$ cat src/hw/rtl/gxttd_pkg.sv
// types, codes and pixel helper functions of the tiled texture decoder
package gxttd_pkg;

    typedef enum logic [3:0] {
        FMT_I4, FMT_I8, FMT_IA4, FMT_IA8, FMT_C4,
        FMT_C8, FMT_RGB565, FMT_RGB5A3, FMT_RGBA8, FMT_CMPR
    } t_texel_format;

    typedef enum logic [1:0] {
        OP_PAL_WRITE = 2'd0,
        OP_UNIT      = 2'd1,
        OP_RESTART   = 2'd2
    } t_opcode;

    localparam logic [1:0] PAL_IA8    = 2'd0;
    localparam logic [1:0] PAL_RGB565 = 2'd1;
    localparam logic [1:0] PAL_RGB5A3 = 2'd2;

    localparam logic [2:0] REG_TEXEL_FORMAT   = 3'd0;
    localparam logic [2:0] REG_PALETTE_FORMAT = 3'd1;
    localparam logic [2:0] REG_IMAGE_WIDTH    = 3'd2;
    localparam logic [2:0] REG_IMAGE_HEIGHT   = 3'd3;
    localparam logic [2:0] REG_MIP_LEVELS     = 3'd4;

    // converted pixels of one source word
    typedef struct packed {
        logic [63:0] val0;
        logic [63:0] val1;
        logic        two;
    } t_conv;

    function automatic logic [7:0] ext3(input logic [2:0] v);
        return {v, v, v[2:1]};
    endfunction

    function automatic logic [7:0] ext4(input logic [3:0] v);
        return {v, v};
    endfunction

    function automatic logic [7:0] ext5(input logic [4:0] v);
        return {v, v[4:2]};
    endfunction

    function automatic logic [31:0] rgb5a3_argb(input logic [15:0] p);
        logic [31:0] r;
        if (p[15]) begin
            r = {8'hFF, ext5(p[14:10]), ext5(p[9:5]), ext5(p[4:0])};
        end else begin
            r = {ext3(p[14:12]), ext4(p[11:8]), ext4(p[7:4]), ext4(p[3:0])};
        end
        return r;
    endfunction

    function automatic logic [7:0] reverse_pairs(input logic [7:0] b);
        return {b[1:0], b[3:2], b[5:4], b[7:6]};
    endfunction

    function automatic logic [3:0] blk_w(input logic [3:0] fmt);
        logic [3:0] r;
        unique case (fmt)
            FMT_IA8, FMT_RGB565, FMT_RGB5A3, FMT_RGBA8: r = 4'd4;
            FMT_CMPR: r = 4'd2;
            default:  r = 4'd8;
        endcase
        return r;
    endfunction

    function automatic logic [3:0] blk_h(input logic [3:0] fmt);
        logic [3:0] r;
        unique case (fmt)
            FMT_I4, FMT_C4: r = 4'd8;
            FMT_CMPR:       r = 4'd2;
            default:        r = 4'd4;
        endcase
        return r;
    endfunction

    // log2 of the pixel byte stride
    function automatic logic [1:0] stride_shift(input logic [3:0] fmt, input logic [1:0] pal);
        logic [1:0] r;
        unique case (fmt)
            FMT_C4, FMT_C8: r = (pal == PAL_RGB5A3) ? 2'd2 : 2'd1;
            FMT_IA4, FMT_IA8, FMT_RGB565: r = 2'd1;
            FMT_RGB5A3, FMT_RGBA8: r = 2'd2;
            FMT_CMPR: r = 2'd3;
            default:  r = 2'd0;
        endcase
        return r;
    endfunction

endpackage

$ cat src/hw/rtl/gxttd_pixel_conv.sv
// converts one source word into one or two pixel values
module gxttd_pixel_conv
    import gxttd_pkg::*;
(
    input  logic [3:0]  i_texel_format,
    input  logic [1:0]  i_palette_format,
    input  logic [63:0] i_source,
    input  logic [15:0] i_pal_a,
    input  logic [15:0] i_pal_b,
    input  logic        i_pal_a_zero,
    input  logic [15:0] i_ar_word,
    output t_conv       o_conv
);
    logic [7:0]  b8;
    logic [15:0] h16;
    logic [15:0] ent_a;

    function automatic logic [63:0] pal_value(input logic [15:0] e, input logic [1:0] pf);
        return (pf == PAL_RGB5A3) ? 64'(rgb5a3_argb(e)) : 64'(e);
    endfunction

    assign b8    = i_source[7:0];
    assign h16   = i_source[15:0];
    assign ent_a = i_pal_a_zero ? 16'd0 : i_pal_a;

    always_comb begin
        o_conv = '0;
        unique case (i_texel_format)
            FMT_I4: begin
                o_conv.val0 = 64'(ext4(b8[7:4]));
                o_conv.val1 = 64'(ext4(b8[3:0]));
                o_conv.two  = 1'b1;
            end
            FMT_I8:  o_conv.val0 = 64'(b8);
            FMT_IA4: o_conv.val0 = 64'({ext4(b8[3:0]), ext4(b8[7:4])});
            FMT_IA8, FMT_RGB565: o_conv.val0 = 64'(h16);
            FMT_C4: begin
                o_conv.val0 = pal_value(ent_a, i_palette_format);
                o_conv.val1 = pal_value(i_pal_b, i_palette_format);
                o_conv.two  = 1'b1;
            end
            FMT_C8:     o_conv.val0 = pal_value(ent_a, i_palette_format);
            FMT_RGB5A3: o_conv.val0 = 64'(rgb5a3_argb(h16));
            FMT_RGBA8:  o_conv.val0 = 64'({i_ar_word, h16});
            default: begin
                // subblock: colours pass, index bytes get their pairs reversed
                o_conv.val0 = {i_source[63:32], reverse_pairs(i_source[31:24]),
                               reverse_pairs(i_source[23:16]), reverse_pairs(i_source[15:8]),
                               reverse_pairs(i_source[7:0])};
            end
        endcase
    end
endmodule

$ cat config.mk
export PLATFORM = sky130hd
export DESIGN_NAME = gxttd_pixel_conv
export DESIGN_NICKNAME = d
export VERILOG_FILES = /design/src/hw/rtl/gxttd_pkg.sv /design/src/hw/rtl/gxttd_pixel_conv.sv
export SDC_FILE = /design/constraint.sdc
export NUM_CORES = 1
export LEC_CHECK = 0
export BUFFER_PORTS_ARGS = -buffer_cell sky130_fd_sc_hd__buf_2
export CAP_MARGIN = 30
export CORE_UTILIZATION = 25
export DETAILED_ROUTE_END_ITERATION = 8
export PLACE_DENSITY = 0.55
export REMOVE_ABC_BUFFERS = 1
export SYNTH_ARGS = -nofsm -noshare
export SYNTH_HDL_FRONTEND = slang
export SYNTH_SLANG_ARGS = --single-unit
$ cat constraint.sdc
create_clock -name vclk -period 1.32
set_input_delay 0 -clock vclk [all_inputs]
set_output_delay 0 -clock vclk [all_outputs]
set_load 0.02 [all_outputs]
==> metrics.csv <==
stage,metric,value,unit
timing,timing_hold_violations_final,0,
global_route,gr-total-overflow,0,
timing,fin_crit_sh,1.01,
drt,route.vias.total,4262,
placement,dp_cells,812,
cts,holdBufCountCts,0,
drt,avgRoutedWirePerCell,16.0,um
drt,remaining_drc_errors,0,
finish,nNetsFinal,802,
critical_path,crit_path_start_kind,input pin,
global_route,antenna_found_initial,0,
floorplanning,die_area,11500,um2
drt,drtAntennaViolNets,0,
global_route,grtUsageTotal,0.199,
critical_path,crit_fanout,7,
min_path,hold_class,in -> out,
run_status,status,finished with violations,
floorplanning,io_pins,248,
placement,dp_hpwl,9960,um
drt,drt_iter0_markers,303,
placement,port_buffers,216,
logic_synthesis,synthCells,462,
finish,clock_buffers,0,
timing,worst_slack,-0.0139,ns
placement,place.gp.congestion,0.854,
finish,layout-area-overhead-vs-synth,66.0,%
finish,regArea,0,um2
timing,hold_slack,0.344,ns
critical_path,cp.required,1.32,ns
timing,setup_viol,1,
power,ir_drop,203,uV
critical_path,cp-end-kind,output pin,
floorplanning,core-area,10800,um2
logic_synthesis,yosysSeqAreaShare,0,
drt,firstDrtPassIters,5,
floorplanning,fp.dieW,107,um
run_status,violations,negative setup slack,
finish,fin_cells,821,
critical_path,worstPathArrival,1.33,ns
power,powerDensity,375,nW/um2
global_route,grt_pass1_vias,3635,
floorplanning,start_util,0.256,
global_route,grt_max_degree,55,
finish,layout_common_cells,"buf_2 (178), buf_4 (69), nand2_1 (55)",
finish,diodes,0,
timing,rsz0062_at_grt,yes,
finish,drive_gt1_frac,0.507,
finish,seq_cells,0,
timing,slew_violations,0,
drt,viasPerCell,5.19,
floorplanning,die_height,107,um
job,drv_cap,0,
logic_synthesis,ys_warn_count,0,
logic_synthesis,netlist_area,2770,um2
drt,wirelength,13100,um
floorplanning,rows,38,
global_route,grt_pass1_wl,18600,um
timing,fin_setup_tns,-0.0139,ns
logic_synthesis,ys_types,53,
finish,layout_commonest_cell,buf_2,
timing,fin_crit,1.33,ns
critical_path,critical_path_class,in -> out,
logic_synthesis,postSynthAreaPerCell,5.99,um2
power,power_leakage,2.35,nW
timing,max_freq,750,MHz
-- critical path, stage by stage --
cell and delay [ns]:
buf_12 0.12, nor4b_4 0.26, buf_4 0.18, buf_6 0.12, buf_6 0.10, o211ai_1 0.13
a31oi_2 0.25, buf_4 0.18
-- report_power, final --
group	internal [mW]	switching (mW)	leakage [nW]
clock network	0	0	0
registers	0	0	0
logic	0.723	1.00	2.34
total	0.723	1.00	2.34
-- worst paths after layout --
path	from	end	slack [ns]	cells past startpoint
worst min-delay path	i_source[24]	o_conv[95]	0.34	4
worst max-delay path	i_texel_format[3]	o_conv[76]	-0.01	8
-- metal layers --
| metal | track usage | vias to the layer above | share of wire |
|---|---|---|---|
| li1 | - | 2037 | - |
| met1 | 0.280 | 2018 | 0.44 |
| met2 | 0.343 | 191 | 0.49 |
| met3 | 0.00912 | 16 | 0.057 |
| met4 | 0.0215 | 0 | 0.013 |
| met5 | 0 | - | 0 |
-- timing repair --
| item | in CTS | in global routing |
|---|---|---|
| endpoints found under the hold margin | 0 | 0 |
| cloned | 1 | 3 |
| setup buffers | 2 | 4 |
| gates resized for setup | 43 | 94 |
| pin swaps | 4 | 27 |
| setup endpoints to repair | 62 | 48 |
-- cell type report --
class	count	area, um2
Tap cell	140	175
Inverter	3	11.3
Fill cell	1152	6200
Multi-Input combinational cell	409	2670
Timing Repair Buffer	269	1730
-- kinds of logic (layout without fill, tap and decap cells) --
kind of cell	Yosys count	count (layout)	share of synthesized area
AND/OR/NAND/NOR	207	208	0.384
AO/OA/AOI/OAI	146	146	0.336
multiplexers	23	23	0.0864
buffers and inverters	85	272	0.192
other	1	32	0.00136
-- cell usage after synthesis (2+ instances only) --
library cell,instances,area (um2)
inv_1,3,11.3
or2_1,2,12.5
nand3_1,6,30.0
o221ai_1,5,43.8
nand2_1,60,225
clkbuf_1,22,82.6
o22ai_1,2,12.5
nor2b_1,3,18.8
and2_1,2,12.5
nor3b_1,2,15.0
a21oi_1,47,235
a211oi_2,2,25.0
o21a_1,3,22.5
a31o_2,2,17.5
a21o_1,3,22.5
o211ai_1,8,60.1
nor3_1,4,20.0
nor3_2,2,20.0
mux2i_1,16,160
nand2b_1,23,144
or3_1,2,12.5
buf_2,14,70.1
a31oi_1,14,87.6
buf_6,6,67.6
a221oi_1,6,52.6
o21ai_0,33,165
nor2_1,56,210
a41oi_1,5,43.8
mux2_2,7,78.8
buf_4,40,300
o221a_2,5,56.3
o22a_1,3,26.3
and3_1,32,200
o21ai_1,3,15.0
-- per-stage QoR --
| step | utilization | setup WS, ns | area [um2] | power [mW] |
|---|---|---|---|---|
| 2_1_floorplan | - | -0.911 | 2360 | 0.767 |
| 3_3_place_gp | 0.369 | -0.207 | 3980 | 1.46 |
| 3_5_place_dp | 0.369 | -0.217 | 3980 | 1.47 |
| 4_1_cts | 0.386 | -0.0294 | 4170 | 1.55 |
| 5_1_grt | 0.425 | -0.0565 | 4590 | 1.85 |
| 6_report | 0.425 | -0.0139 | 4590 | 1.72 |
(Power assumes the default switching activity.)
